**src/sv/lcd4_pkg.sv**
```systemverilog
// ----------------------------------------------------------------------------
// lcd4_pkg
// Types, codes and phase tables shared by the 4-bit LCD write sequencer.
// ----------------------------------------------------------------------------
package lcd4_pkg;

  // request modes
  localparam logic [1:0] MODE_CHAR   = 2'd0;
  localparam logic [1:0] MODE_CURSOR = 2'd1;
  localparam logic [1:0] MODE_INIT   = 2'd2;
  localparam logic [1:0] MODE_UNUSED = 2'd3;

  // control characters
  localparam logic [7:0] CHAR_FORM_FEED = 8'd12;
  localparam logic [7:0] CHAR_NEWLINE   = 8'd10;
  localparam logic [7:0] CHAR_BACKSPACE = 8'd8;

  // controller commands and nibbles
  localparam logic [7:0] CMD_CLEAR       = 8'h01;
  localparam logic [7:0] CMD_SET_DDRAM   = 8'h80;
  localparam logic [7:0] CMD_CURSOR_LEFT = 8'h10;
  localparam logic [7:0] CMD_FUNC_SET    = 8'h28;
  localparam logic [7:0] CMD_DISPLAY_ON  = 8'h0C;
  localparam logic [7:0] CMD_ENTRY_MODE  = 8'h06;
  localparam logic [3:0] NIB_WAKE        = 4'h3;
  localparam logic [3:0] NIB_4BIT        = 4'h2;

  // hold times in microseconds
  localparam int unsigned HOLD_W = 14;
  localparam logic [HOLD_W-1:0] HOLD_NONE   = 14'd0;
  localparam logic [HOLD_W-1:0] HOLD_SETUP  = 14'd2;
  localparam logic [HOLD_W-1:0] HOLD_CMD    = 14'd60;
  localparam logic [HOLD_W-1:0] HOLD_CLEAR  = 14'd2000;
  localparam logic [HOLD_W-1:0] HOLD_WAKE   = 14'd5000;
  localparam logic [HOLD_W-1:0] HOLD_POWER  = 14'd15000;

  // run lengths and layout of the initialisation run
  localparam logic [5:0] BYTE_LEN      = 6'd8;
  localparam logic [5:0] INIT_LEN      = 6'd45;
  localparam logic [5:0] INIT_BYTE_OFS = 6'd13;
  localparam logic [5:0] INIT_NIB4_OFS = 6'd10;

  typedef struct packed {
    logic              is_init;
    logic              rs;
    logic [7:0]        value;
    logic [HOLD_W-1:0] tail_hold;
  } job_t;

  typedef struct packed {
    logic              rs;
    logic              en;
    logic [3:0]        data;
    logic [HOLD_W-1:0] hold;
  } phase_t;

  // one phase of a nibble transfer: setup, strobe high, strobe low
  function automatic phase_t nibble_phase(input logic [1:0] pos, input logic rs,
                                          input logic [3:0] nib,
                                          input logic [HOLD_W-1:0] tail);
    phase_t p;
    p.rs   = rs;
    p.data = nib;
    p.en   = (pos == 2'd1);
    p.hold = (pos == 2'd2) ? tail : HOLD_SETUP;
    return p;
  endfunction

  // one of the eight phases of a byte transfer
  function automatic phase_t byte_phase(input logic [2:0] k, input logic rs,
                                        input logic [7:0] value,
                                        input logic [3:0] prev,
                                        input logic [HOLD_W-1:0] tail);
    phase_t p;
    unique case (k)
      3'd0: begin
        p.rs = 1'b0; p.en = 1'b0; p.data = prev; p.hold = HOLD_CMD;
      end
      3'd1: begin
        p.rs = rs; p.en = 1'b0; p.data = prev; p.hold = HOLD_SETUP;
      end
      3'd2: p = nibble_phase(2'd0, rs, value[7:4], HOLD_NONE);
      3'd3: p = nibble_phase(2'd1, rs, value[7:4], HOLD_NONE);
      3'd4: p = nibble_phase(2'd2, rs, value[7:4], HOLD_NONE);
      3'd5: p = nibble_phase(2'd0, rs, value[3:0], tail);
      3'd6: p = nibble_phase(2'd1, rs, value[3:0], tail);
      default: p = nibble_phase(2'd2, rs, value[3:0], tail);
    endcase
    return p;
  endfunction

  function automatic logic [7:0] init_cmd(input logic [1:0] b);
    logic [7:0] c;
    unique case (b)
      2'd0: c = CMD_FUNC_SET;
      2'd1: c = CMD_DISPLAY_ON;
      2'd2: c = CMD_CLEAR;
      default: c = CMD_ENTRY_MODE;
    endcase
    return c;
  endfunction

  // phase idx of the power-up run
  function automatic phase_t init_phase(input logic [5:0] idx, input logic [3:0] prev);
    logic [5:0] off;
    logic [1:0] pos;
    logic [3:0] nib;
    logic [HOLD_W-1:0] tail;
    phase_t p;
    off = idx - INIT_BYTE_OFS;
    unique case (idx)
      6'd1, 6'd4, 6'd7, 6'd10: pos = 2'd0;
      6'd2, 6'd5, 6'd8, 6'd11: pos = 2'd1;
      default:                 pos = 2'd2;
    endcase
    nib  = (idx < INIT_NIB4_OFS) ? NIB_WAKE : NIB_4BIT;
    tail = (idx < INIT_NIB4_OFS) ? HOLD_WAKE : HOLD_NONE;
    priority if (idx == 6'd0) begin
      p.rs = 1'b0; p.en = 1'b0; p.data = prev; p.hold = HOLD_POWER;
    end else if (idx < INIT_BYTE_OFS) begin
      p = nibble_phase(pos, 1'b0, nib, tail);
    end else begin
      p = byte_phase(off[2:0], 1'b0, init_cmd(off[4:3]), prev, HOLD_WAKE);
    end
    return p;
  endfunction

endpackage

```
**src/sv/lcd4_if.sv**
```systemverilog
// ----------------------------------------------------------------------------
// lcd4 channel interfaces
// Request channel into the sequencer and pin-phase channel out of it.
// ----------------------------------------------------------------------------
interface lcd4_req_if;
  logic       valid;
  logic       ready;
  logic [1:0] mode;
  logic [7:0] char_code;
  logic [5:0] column;
  logic [1:0] row;

  modport source (output valid, output mode, output char_code, output column,
                  output row, input ready);
  modport sink   (input valid, input mode, input char_code, input column,
                  input row, output ready);
endinterface

interface lcd4_phase_if;
  logic        valid;
  logic        ready;
  logic        reg_select;
  logic        enable_pin;
  logic [3:0]  data_pins;
  logic [13:0] hold_us;
  logic        last;

  modport source (output valid, output reg_select, output enable_pin,
                  output data_pins, output hold_us, output last, input ready);
  modport sink   (input valid, input reg_select, input enable_pin,
                  input data_pins, input hold_us, input last, output ready);
endinterface

```
**src/sv/lcd4_front.sv**
```systemverilog
// ----------------------------------------------------------------------------
// lcd4_front
// Accepts requests and turns each, but for the unused mode, into a queued
// job: one byte or the power-up run.
// ----------------------------------------------------------------------------
module lcd4_front #(
  parameter int LINE_TWO_BASE = 64
) (
  lcd4_req_if.sink      req_i,
  input  logic          full_i,
  output logic          push_o,
  output lcd4_pkg::job_t job_o
);
  import lcd4_pkg::*;

  logic [7:0] base;
  logic [7:0] addr;

  assign req_i.ready = !full_i;

  // unused mode is taken and dropped
  assign push_o = req_i.valid && !full_i && (req_i.mode != MODE_UNUSED);

  assign base = (req_i.row != 2'd1) ? 8'(LINE_TWO_BASE) : 8'd0;
  assign addr = base + {2'b00, req_i.column} - 8'd1;

  always_comb begin
    job_o.is_init   = 1'b0;
    job_o.rs        = 1'b0;
    job_o.value     = CMD_SET_DDRAM | addr;
    job_o.tail_hold = HOLD_NONE;
    priority if (req_i.mode == MODE_INIT) begin
      job_o.is_init   = 1'b1;
      job_o.value     = CMD_CLEAR;
    end else if (req_i.mode == MODE_CURSOR) begin
      job_o.value     = CMD_SET_DDRAM | addr;
    end else if (req_i.char_code == CHAR_FORM_FEED) begin
      job_o.value     = CMD_CLEAR;
      job_o.tail_hold = HOLD_CLEAR;
    end else if (req_i.char_code == CHAR_NEWLINE) begin
      job_o.value     = CMD_SET_DDRAM | 8'(LINE_TWO_BASE);
    end else if (req_i.char_code == CHAR_BACKSPACE) begin
      job_o.value     = CMD_CURSOR_LEFT;
    end else begin
      job_o.rs        = 1'b1;
      job_o.value     = req_i.char_code;
    end
  end

endmodule

```
**src/sv/lcd4_queue.sv**
```systemverilog
// ----------------------------------------------------------------------------
// lcd4_queue
// Two-entry job queue between the front and the phase sequencer.
// ----------------------------------------------------------------------------
module lcd4_queue (
  input  logic           clk_i,
  input  logic           rst_ni,
  input  logic           push_i,
  input  lcd4_pkg::job_t job_i,
  input  logic           pop_i,
  output lcd4_pkg::job_t job_o,
  output logic           full_o,
  output logic           empty_o
);
  import lcd4_pkg::*;

  job_t       mem [2];
  logic       wr_q, wr_d;
  logic       rd_q, rd_d;
  logic [1:0] cnt_q, cnt_d;

  assign full_o  = (cnt_q == 2'd2);
  assign empty_o = (cnt_q == 2'd0);
  assign job_o   = mem[rd_q];

  always_comb begin
    wr_d  = push_i ? !wr_q : wr_q;
    rd_d  = pop_i ? !rd_q : rd_q;
    cnt_d = cnt_q + {1'b0, push_i} - {1'b0, pop_i};
  end

  always_ff @(posedge clk_i) begin
    if (push_i) begin
      mem[wr_q] <= job_i;
    end
  end

  always_ff @(posedge clk_i or negedge rst_ni) begin
    if (!rst_ni) begin
      wr_q  <= 1'b0;
      rd_q  <= 1'b0;
      cnt_q <= 2'd0;
    end else begin
      wr_q  <= wr_d;
      rd_q  <= rd_d;
      cnt_q <= cnt_d;
    end
  end

endmodule

```
**src/sv/lcd4_back.sv**
```systemverilog
// ----------------------------------------------------------------------------
// lcd4_back
// Phase sequencer: steps through the pin phases of the job at the queue
// head, one per cycle while the sink takes them, into a registered output.
// ----------------------------------------------------------------------------
module lcd4_back (
  input  logic           clk_i,
  input  logic           rst_ni,
  input  lcd4_pkg::job_t job_i,
  input  logic           empty_i,
  output logic           pop_o,
  lcd4_phase_if.source   phase_o
);
  import lcd4_pkg::*;

  logic [5:0] cnt_q, cnt_d;
  logic [3:0] data_level_q;
  logic       out_valid_q;
  phase_t     out_q;
  logic       out_last_q;
  phase_t     ph;
  logic       is_last;
  logic       advance;

  // data pins keep their level from the previous request
  always_comb begin
    if (job_i.is_init) begin
      ph      = init_phase(cnt_q, data_level_q);
      is_last = (cnt_q == INIT_LEN - 6'd1);
    end else begin
      ph      = byte_phase(cnt_q[2:0], job_i.rs, job_i.value, data_level_q,
                           job_i.tail_hold);
      is_last = (cnt_q == BYTE_LEN - 6'd1);
    end
  end

  assign advance = !empty_i && (!out_valid_q || phase_o.ready);
  assign pop_o   = advance && is_last;
  assign cnt_d   = pop_o ? 6'd0 : (advance ? cnt_q + 6'd1 : cnt_q);

  always_ff @(posedge clk_i or negedge rst_ni) begin
    if (!rst_ni) begin
      cnt_q        <= 6'd0;
      data_level_q <= 4'd0;
      out_valid_q  <= 1'b0;
    end else begin
      cnt_q <= cnt_d;
      if (advance) begin
        data_level_q <= ph.data;
        out_valid_q  <= 1'b1;
      end else if (phase_o.ready) begin
        out_valid_q  <= 1'b0;
      end
    end
  end

  always_ff @(posedge clk_i) begin
    if (advance) begin
      out_q      <= ph;
      out_last_q <= is_last;
    end
  end

  assign phase_o.valid      = out_valid_q;
  assign phase_o.reg_select = out_q.rs;
  assign phase_o.enable_pin = out_q.en;
  assign phase_o.data_pins  = out_q.data;
  assign phase_o.hold_us    = out_q.hold;
  assign phase_o.last       = out_last_q;

endmodule

```
**src/sv/char_lcd_4bit_write_sequencer_core.sv**
```systemverilog
// ----------------------------------------------------------------------------
// char_lcd_4bit_write_sequencer_core
// HD44780-style 4-bit LCD write sequencer, request in, pin phases out.
// ----------------------------------------------------------------------------
// Each request becomes a run of pin phases (RS, E, DB7..DB4 and a hold time
// in microseconds), the final phase flagged by last. A character, control
// character or cursor move gives 8 phases; a power-up request gives 45;
// mode 3 is taken and gives none. The back-end phase counter emits one phase
// per cycle when the sink never stalls. A two-entry job queue holds the run
// being sent until its last phase, so the front can take one further request
// while a run is still being sent, and a registered output stage keeps the
// sequencer moving on any cycle the sink takes the waiting phase.
// Hold times are not counted here: the pin driver behind the output applies
// them. LINE_TWO_BASE is the DDRAM address of the second line.
// ----------------------------------------------------------------------------
module char_lcd_4bit_write_sequencer_core #(
  parameter int LINE_TWO_BASE = 64
) (
  input  logic         clk_i,
  input  logic         rst_ni,
  lcd4_req_if.sink     req_i,
  lcd4_phase_if.source phase_o
);
  import lcd4_pkg::*;

  job_t push_job;
  job_t head_job;
  logic push;
  logic pop;
  logic full;
  logic empty;

  lcd4_front #(
    .LINE_TWO_BASE(LINE_TWO_BASE)
  ) u_front (
    .req_i  (req_i),
    .full_i (full),
    .push_o (push),
    .job_o  (push_job)
  );

  lcd4_queue u_queue (
    .clk_i   (clk_i),
    .rst_ni  (rst_ni),
    .push_i  (push),
    .job_i   (push_job),
    .pop_i   (pop),
    .job_o   (head_job),
    .full_o  (full),
    .empty_o (empty)
  );

  lcd4_back u_back (
    .clk_i   (clk_i),
    .rst_ni  (rst_ni),
    .job_i   (head_job),
    .empty_i (empty),
    .pop_o   (pop),
    .phase_o (phase_o)
  );

endmodule

```
**src/flat_wrapper.sv**
```systemverilog
// flat-port wrapper written by rule: the top's interface ports become plain ports
module char_lcd_4bit_write_sequencer_core_flat import lcd4_pkg::*;
#(
  parameter int LINE_TWO_BASE = 64
)
  (clk_i, rst_ni, req_i_valid, req_i_mode, req_i_char_code, req_i_column, req_i_row, req_i_ready, phase_o_valid, phase_o_reg_select, phase_o_enable_pin, phase_o_data_pins, phase_o_hold_us, phase_o_last, phase_o_ready);
  lcd4_req_if req_i_i ();
  lcd4_phase_if phase_o_i ();
  input  logic clk_i;
  input  logic rst_ni;
  input wire logic [$bits(req_i_i.valid)-1:0] req_i_valid;
  input wire logic [$bits(req_i_i.mode)-1:0] req_i_mode;
  input wire logic [$bits(req_i_i.char_code)-1:0] req_i_char_code;
  input wire logic [$bits(req_i_i.column)-1:0] req_i_column;
  input wire logic [$bits(req_i_i.row)-1:0] req_i_row;
  output wire logic [$bits(req_i_i.ready)-1:0] req_i_ready;
  output wire logic [$bits(phase_o_i.valid)-1:0] phase_o_valid;
  output wire logic [$bits(phase_o_i.reg_select)-1:0] phase_o_reg_select;
  output wire logic [$bits(phase_o_i.enable_pin)-1:0] phase_o_enable_pin;
  output wire logic [$bits(phase_o_i.data_pins)-1:0] phase_o_data_pins;
  output wire logic [$bits(phase_o_i.hold_us)-1:0] phase_o_hold_us;
  output wire logic [$bits(phase_o_i.last)-1:0] phase_o_last;
  input wire logic [$bits(phase_o_i.ready)-1:0] phase_o_ready;
  assign req_i_i.valid = req_i_valid;
  assign req_i_i.mode = req_i_mode;
  assign req_i_i.char_code = req_i_char_code;
  assign req_i_i.column = req_i_column;
  assign req_i_i.row = req_i_row;
  assign req_i_ready = req_i_i.ready;
  assign phase_o_valid = phase_o_i.valid;
  assign phase_o_reg_select = phase_o_i.reg_select;
  assign phase_o_enable_pin = phase_o_i.enable_pin;
  assign phase_o_data_pins = phase_o_i.data_pins;
  assign phase_o_hold_us = phase_o_i.hold_us;
  assign phase_o_last = phase_o_i.last;
  assign phase_o_i.ready = phase_o_ready;
  char_lcd_4bit_write_sequencer_core #(.LINE_TWO_BASE(LINE_TWO_BASE)) u_core (.clk_i(clk_i), .rst_ni(rst_ni), .req_i(req_i_i), .phase_o(phase_o_i));
endmodule
```
**config.mk**
```make
export PLATFORM = sky130hd
export DESIGN_NAME = char_lcd_4bit_write_sequencer_core_flat
export DESIGN_NICKNAME = d
export VERILOG_FILES = /design/src/sv/lcd4_pkg.sv /design/src/sv/lcd4_if.sv /design/src/sv/lcd4_front.sv /design/src/sv/lcd4_queue.sv /design/src/sv/lcd4_back.sv /design/src/sv/char_lcd_4bit_write_sequencer_core.sv /design/src/flat_wrapper.sv
export SDC_FILE = /design/constraint.sdc
export NUM_CORES = 1
export LEC_CHECK = 0
export ABC_AREA = 1
export BUFFER_PORTS_ARGS = -buffer_cell sky130_fd_sc_hd__buf_2
export CAP_MARGIN = 10
export CORE_UTILIZATION = 45
export CTS_BUF_LIST = sky130_fd_sc_hd__clkbuf_8
export CTS_CLUSTER_SIZE = 12
export DETAILED_ROUTE_END_ITERATION = 8
export SLEW_MARGIN = 20
export SYNTH_ARGS = -nofsm -noshare
export SYNTH_HDL_FRONTEND = slang
export SYNTH_HIERARCHICAL = 1
export SYNTH_SLANG_ARGS = --single-unit
```
**constraint.sdc**
```tcl
create_clock -name clk_i -period 4.3 [get_ports clk_i]
set_input_delay 0.645 -clock clk_i [delete_from_list [all_inputs] [get_ports clk_i]]
set_output_delay 0.645 -clock clk_i [all_outputs]
set_load 0.03 [all_outputs]
```
==> flow_summary.yaml, run 1 <==
global_route:
  grt_pass1_vias: 3503
  overflow: 0
  grt_pass1_wl_um: 16200
  antenna_found_initial: 0
  grtUsageTotal_pct: 18.6
  grt_max_degree: 50
timing:
  maxSlewHeadroom_pct: 36.5
  finalSetupViolations: 0
  fin_crit_ps: 2870
  finalHoldViolations: 0
  tightest_slew_ps: 952
  skew_ps: 14.4
  fmax_mhz: 349
  fin_crit_sh_pct: 66.6
  setup_tns_ps: 0
  drv_slew: 0
  rsz0062_at_grt: "no"
placement:
  gp_congestion: 0.867
  io_buffers: 44
  dpl.hpwl_um: 6970
clock_network:
  cts_num_sinks: 84
  cts_setup_buffers: 0
  cts_buffer_depth: 2
  h-tree-depth: 3
  clkLatencyLatePin_ps: 360
  cts_resized: 0
  cts.clk_slew.worst_paths_ps: 100
  hold_buffers: 0
  cts_tree: "yes"
  root_buffer: "clkbuf_8"
  tritoncts.num_buffers: 9
critical_path:
  setup.worst_path.end: "u_core/u_queue/cnt_q[1]"
  path_buf_inv: 4
  reg2reg_to: "u_core/u_queue/cnt_q[1]"
  cp_slowest_cell: "buf_4"
  timing.rr.start: "u_core/u_queue/rd_q"
  critical_path_cell_count: 13
  worstRegToRegCells: 13
  worstSetupEndpointType: "register"
  cp_common_cell: "nand2_1"
  crit_type: "reg -> reg"
  cp-start-kind: "register"
  ff2ff_setup_slack_ps: 1430
  crit_start: "u_core/u_queue/rd_q"
  critical-path-top-delay-family: "buffers and inverters"
  critPathRequiredTime_ps: 4550
  path_max_fanout: 49
  crit_chain: "buf_4 > o21ai_1 > inv_2 > nand3_1 > a21oi_1 > nand2_1 > nor2_1 > ha_1 > inv_1 > ha_1 > inv_1 > nand2_1 > nand2_1"
  worstPathArrival_ps: 3110
  cpPeakStageDelay_ps: 400
finish:
  diodes: 0
  mostFrequentLayoutCell: "nand2_1"
  fin_nets: 608
  layout-drive-gt1-share_pct: 24.1
  mostFrequentLayoutCells: "nand2_1, edfxtp_1, inv_1, buf_2, nor2_1"
  area_growth_pct: 9.68
outcome:
  status: "complete, no violations"
route:
  vias_per_cell: 4.88
  num_vias: 3503
  drcViolationCount: 0
  dr.pass1.iters: 4
  wl_per_cell_um: 13.0
  wl_um: 9350
  ant_nets: 0
  drtIter0Drc: 163
yosys:
  async_reset_ff_share_pct: 17.9
  postSynthAreaPerCell_sq_um: 8.86
  synth_top_family_by_area: "simple AND/OR/NAND/NOR gates"
  synth-xor-area-share_pct: 0.739
  ys_warn_count: 6
  synth_edf_count: 69
  yosys.area_share.simple_pct: 25.6
  synth-compound-area-share_pct: 9.18
  synth_mux_area_share_pct: 0
  synthAdderAreaFrac_pct: 2.37
  syn_area_sq_um: 4740
  syn-instance-count: 535
  ys.flop_type: "edfxtp_1"
  ys_ff_latch: 84
  synth_cell_type_count: 40
  synth_seq_area_share_pct: 51.6
floorplanning:
  dieHeight_um: 105
  die_area_sq_um: 11000
  initial_core_util_pct: 46.1
  design.portCount: 45
  num_rows: 37
  core_region_area_sq_um: 10300
  die_x_um: 105
power_and_ir_drop:
  total_power_mw: 3.78
  ir_drop_v: 0.000278
  p_leak_nw: 2.37
  powerDensity_nw_per_um2: 727
min_path:
  min_path_type: "in -> async"
run:
  max_cap_viol_count: 0
==> how the worst min path moves through the flow <==
stage / startpoint / endpoint / slack [ps] / depth (start not counted)
global placement: u_core/u_queue/wr_q / u_core/u_queue/wr_q / 500 / 1
finish: rst_ni / u_core/u_back/cnt_q[3] / 200 / 1
floorplan: rst_ni / u_core/u_back/cnt_q[0] / 350 / 0
CTS: rst_ni / u_core/u_back/cnt_q[3] / 200 / 1
detailed placement: u_core/u_queue/wr_q / u_core/u_queue/wr_q / 510 / 1
global route: rst_ni / u_core/u_back/cnt_q[3] / 220 / 1
==> layout make-up <==
| cell class | instances | area, sq um |
|---|---|---|
| clock inverter | 7 | 68.8 |
| clock buffer | 9 | 124 |
| inverter | 84 | 320 |
| tap | 136 | 170 |
| multi-input combinational | 351 | 1830 |
| sequential | 84 | 2450 |
| fill | 1016 | 5080 |
| timing repair buffer | 47 | 243 |
==> logic make-up (layout without fill, tap and decap cells) <==
group,Yosys count,in the layout
AO/OA/AOI/OAI,69,69
adder cells (fa/ha/maj),9,9
buffers and inverters,107,147
flip-flops,84,84
other,1,8
XOR/XNOR,4,4
AND/OR/NAND/NOR,261,261
==> state kept, by name, summed over array words and instances (netlist names) <==
signal	flops
u_core/u_back/phase_o.data_pins	4
u_core/u_back/phase_o.hold_us	14
u_core/u_back/phase_o.reg_select	1
u_core/u_back/phase_o.valid	1
u_core/u_queue/rd_q	1
u_core/u_back/data_level_q	4
u_core/u_back/cnt_q	6
u_core/u_queue/cnt_q	2
u_core/u_queue/wr_q	1
u_core/u_queue/mem	48
u_core/u_back/phase_o.last	1
u_core/u_back/phase_o.enable_pin	1
==> power by group <==
part | switching, mW | internal [mW] | total, mW
Sequential | 0.154 | 1.21 | 1.37
Clock | 0.314 | 0.224 | 0.538
Combinational | 1.32 | 0.555 | 1.87
==> metrics by stage <==
step	utilization, %	hold slack (ps)	instances	setup slack (ps)	area [sq um]
after global routing	50.6	217	718	1120	5200
after detailed placement	48.7	507	702	1110	5010
after CTS	50.6	201	718	1080	5200
final	50.6	201	718	1430	5200
after floorplan	-	349	542	1780	4770
after global placement	48.7	501	702	1220	5010
==> cells in the mapped netlist, types with 2 or more instances <==
library cell / instances / area, sq um
nand2_1: 146 / 548
edfxtp_1: 69 / 2070
inv_1: 62 / 233
nor2_1: 36 / 135
nand3_1: 32 / 160
o21ai_0: 25 / 125
inv_2: 20 / 75.1
buf_4: 15 / 113
dfrtp_1: 15 / 375
nand2_2: 15 / 93.8
o21ai_2: 12 / 105
ha_1: 9 / 113
nor2_2: 9 / 56.3
o21ai_1: 9 / 45.0
a21oi_1: 8 / 40.0
nand3_2: 6 / 60.1
buf_2: 5 / 25.0
nand2_4: 5 / 56.3
a31oi_1: 3 / 18.8
nand4_1: 3 / 18.8
nor2_4: 3 / 33.8
nor3_1: 3 / 15.0
o211ai_1: 3 / 22.5
xor2_1: 3 / 26.3
buf_6: 2 / 22.5
inv_4: 2 / 12.5
o22ai_1: 2 / 12.5
==> metal layers <==
layer / vias up / wire length, um / share of wire [%] / GRT usage [%]
met2: 63 / 4370 / 47 / 30.6
li1: 1799 / - / - / -
met3: 13 / 313 / 3.3 / 3.12
met1: 1628 / 4450 / 48 / 24.9
met4: 0 / 218 / 2.3 / 6.74
met5: - / 0 / 0 / 0
No activity file was read; power rests on OpenSTA's default activity.
==> run 2: changes to the inputs <==
--- a/config.mk
+++ b/config.mk
@@ -12,6 +12,7 @@
 export CTS_BUF_LIST = sky130_fd_sc_hd__clkbuf_8
 export CTS_CLUSTER_SIZE = 12
 export DETAILED_ROUTE_END_ITERATION = 8
+export PLACE_DENSITY = 0.66
 export SLEW_MARGIN = 20
 export SYNTH_ARGS = -nofsm -noshare
 export SYNTH_HDL_FRONTEND = slang
==> constraint.sdc (replaced) <==
create_clock -name clk_i -period 2.56 [get_ports clk_i]
set_input_delay 0.384 -clock clk_i [delete_from_list [all_inputs] [get_ports clk_i]]
set_output_delay 0.384 -clock clk_i [all_outputs]
set_load 0.03 [all_outputs]
==> run 2 against run 1 <==
Clock power is 74% higher; register-to-register slack got worse by 1100 ps; first-iteration DRC count grew 31%; routed wire length down 3.5%; count of clock-buffer cells in the layout is the same; sequential power rose by 64%; cell count rose by 0.56%; via count shrank 1.3%; worst hold slack better by 68 ps; critical path depth is 2 lower; clock skew is essentially flat.
==> flow_summary.yaml, run 2 (synthesis results as in run 1) <==
outcome:
  status: "complete, no violations"
placement:
  dpl.hpwl_um: 6790
  gp_congestion: 0.900
  io_buffers: 44
  detailedPlace.worstSlack_ps: 253
  dpl.cell_count: 705
global_route:
  gr-usage-met3_pct: 3.31
  grt_pass1_vias: 3431
  use_met1_pct: 24.3
  grtUsageTotal_pct: 18.4
  grt_use_met2_pct: 31.4
  overflow: 0
  grt_max_degree: 47
  antenna_found_initial: 0
  grt_pass1_wl_um: 16100
  grt.busiest_layer: "met2"
floorplanning:
  initial_core_util_pct: 46.1
  dieHeight_um: 105
  num_rows: 37
  design.portCount: 45
  core_region_area_sq_um: 10300
  die_x_um: 105
  die_area_sq_um: 11000
finish:
  fin_cells: 722
  mostFrequentLayoutCell: "nand2_1"
  diodes: 0
  top_register: "u_core/u_queue/mem"
  fin_nets: 612
  final_core_utilization_pct: 51.0
  area_growth_pct: 10.6
  largest_reg_flops: 48
  layout-drive-gt1-share_pct: 24.6
  mostFrequentLayoutCells: "nand2_1, edfxtp_1, inv_1, buf_2, nor2_1"
route:
  wl_per_cell_um: 12.5
  ant_nets: 0
  drcViolationCount: 0
  vias_per_cell: 4.79
  drtIter0Drc: 214
  dr.pass1.iters: 5
  num_vias: 3458
  wl_um: 9020
clock_network:
  h-tree-depth: 3
  tritoncts.num_buffers: 9
  root_buffer: "clkbuf_8"
  cts.clk_slew.worst_paths_ps: 100
  clkLatencyLatePin_ps: 350
  cts_setup_buffers: 0
  cts_buffer_depth: 2
  cts_tree: "yes"
  cts_num_sinks: 84
timing:
  drv_slew: 0
  maxSlewHeadroom_pct: 57.6
  setup_tns_ps: 0
  rsz0062_at_grt: "no"
  fin_crit_sh_pct: 85.5
  finalHoldViolations: 0
  fin_crit_ps: 2190
  fmax_mhz: 457
  skew_ps: 14.0
  tightest_slew_ps: 634
  finalSetupViolations: 0
  layout_setup_ws_ps: 372
run:
  max_cap_viol_count: 0
power_and_ir_drop:
  total_power_mw: 6.41
  clock_power_share_pct: 14.6
  powerDensity_nw_per_um2: 1220
  power_frac_comb_pct: 50.4
  p_leak_nw: 2.40
  ir_drop_v: 0.000602
  switching_share_pct: 47.2
  seqPwrFrac_pct: 35.0
  switchingPower_mw: 3.03
  p_int_mw: 3.38
critical_path:
  crit_type: "reg -> reg"
  worstPathArrival_ps: 2300
  path_max_fanout: 9
  cp-start-kind: "register"
  critPathRequiredTime_ps: 2670
  worstSetupEndpointType: "register"
min_path:
  min_path_type: "in -> reg"
[run 2: metal layers]
layer / part of all wire, % / up-vias / routed length (um)
met5: 0 / - / 0
met4: 0.70 / 0 / 63
met3: 3.9 / 5 / 355
met2: 49 / 83 / 4400
met1: 47 / 1556 / 4210
li1: - / 1814 / -
[run 2: what timing repair did]
item                       CTS  global route
setup endpoints to repair    0             1
hold buffers                 1             0
gates resized for setup      0             1
hold endpoints to repair    15             0
[run 2: metrics by stage]
step | hold WS, ps | instance area, sq um
after global routing | 313 | 5240
after detailed placement | 325 | 5030
final | 269 | 5240
after floorplan | 88.4 | 4770
after global placement | 319 | 5030
after CTS | 260 | 5240
[run 2: worst paths after layout]
path | from | endpoint | slack (ps) | depth (start not counted)
setup / recovery | u_core/u_back/cnt_q[1] | u_core/u_back/phase_o.hold_us[7] | 370 | 11
max in group asynchronous | rst_ni | u_core/u_back/data_level_q[2] | 1830 | 2
hold / removal | phase_o_ready | u_core/u_back/phase_o.valid | 270 | 4
min in group asynchronous | rst_ni | u_core/u_back/cnt_q[2] | 460 | 2
hold reg to reg | u_core/u_queue/rd_q | u_core/u_queue/rd_q | 530 | 1
setup reg to reg | u_core/u_back/cnt_q[1] | u_core/u_back/phase_o.hold_us[7] | 370 | 11
[run 2: final cells by class]
type | count | area [sq um]
inverter | 84 | 320
clock buffer | 9 | 124
fill | 998 | 5030
clock inverter | 7 | 76.3
timing repair buffer | 51 | 275
multi-input combinational | 351 | 1830
sequential | 84 | 2450
tap | 136 | 170
[run 2: power groups by stage]
stage,clock network [mW],registers [mW],logic (mW)
2_1_floorplan,0,2.60,2.17
3_3_place_gp,0,2.27,3.19
3_5_place_dp,0,2.28,3.22
4_1_cts,0.960,2.25,3.23
5_1_grt,1.02,2.29,3.65
6_report,0.936,2.24,3.23
[run 2: worst max-delay path, stage by stage, from the launching register on]
cell     delay (ps)
dfrtp_1         500
inv_2           150
ha_1            420
nand2_1         130
nand3_1         100
nand3_1          90
nand2_1          90
nor2_1           50
nand2_1          80
nand2_1          90
a21oi_2         170
nand2_1          70
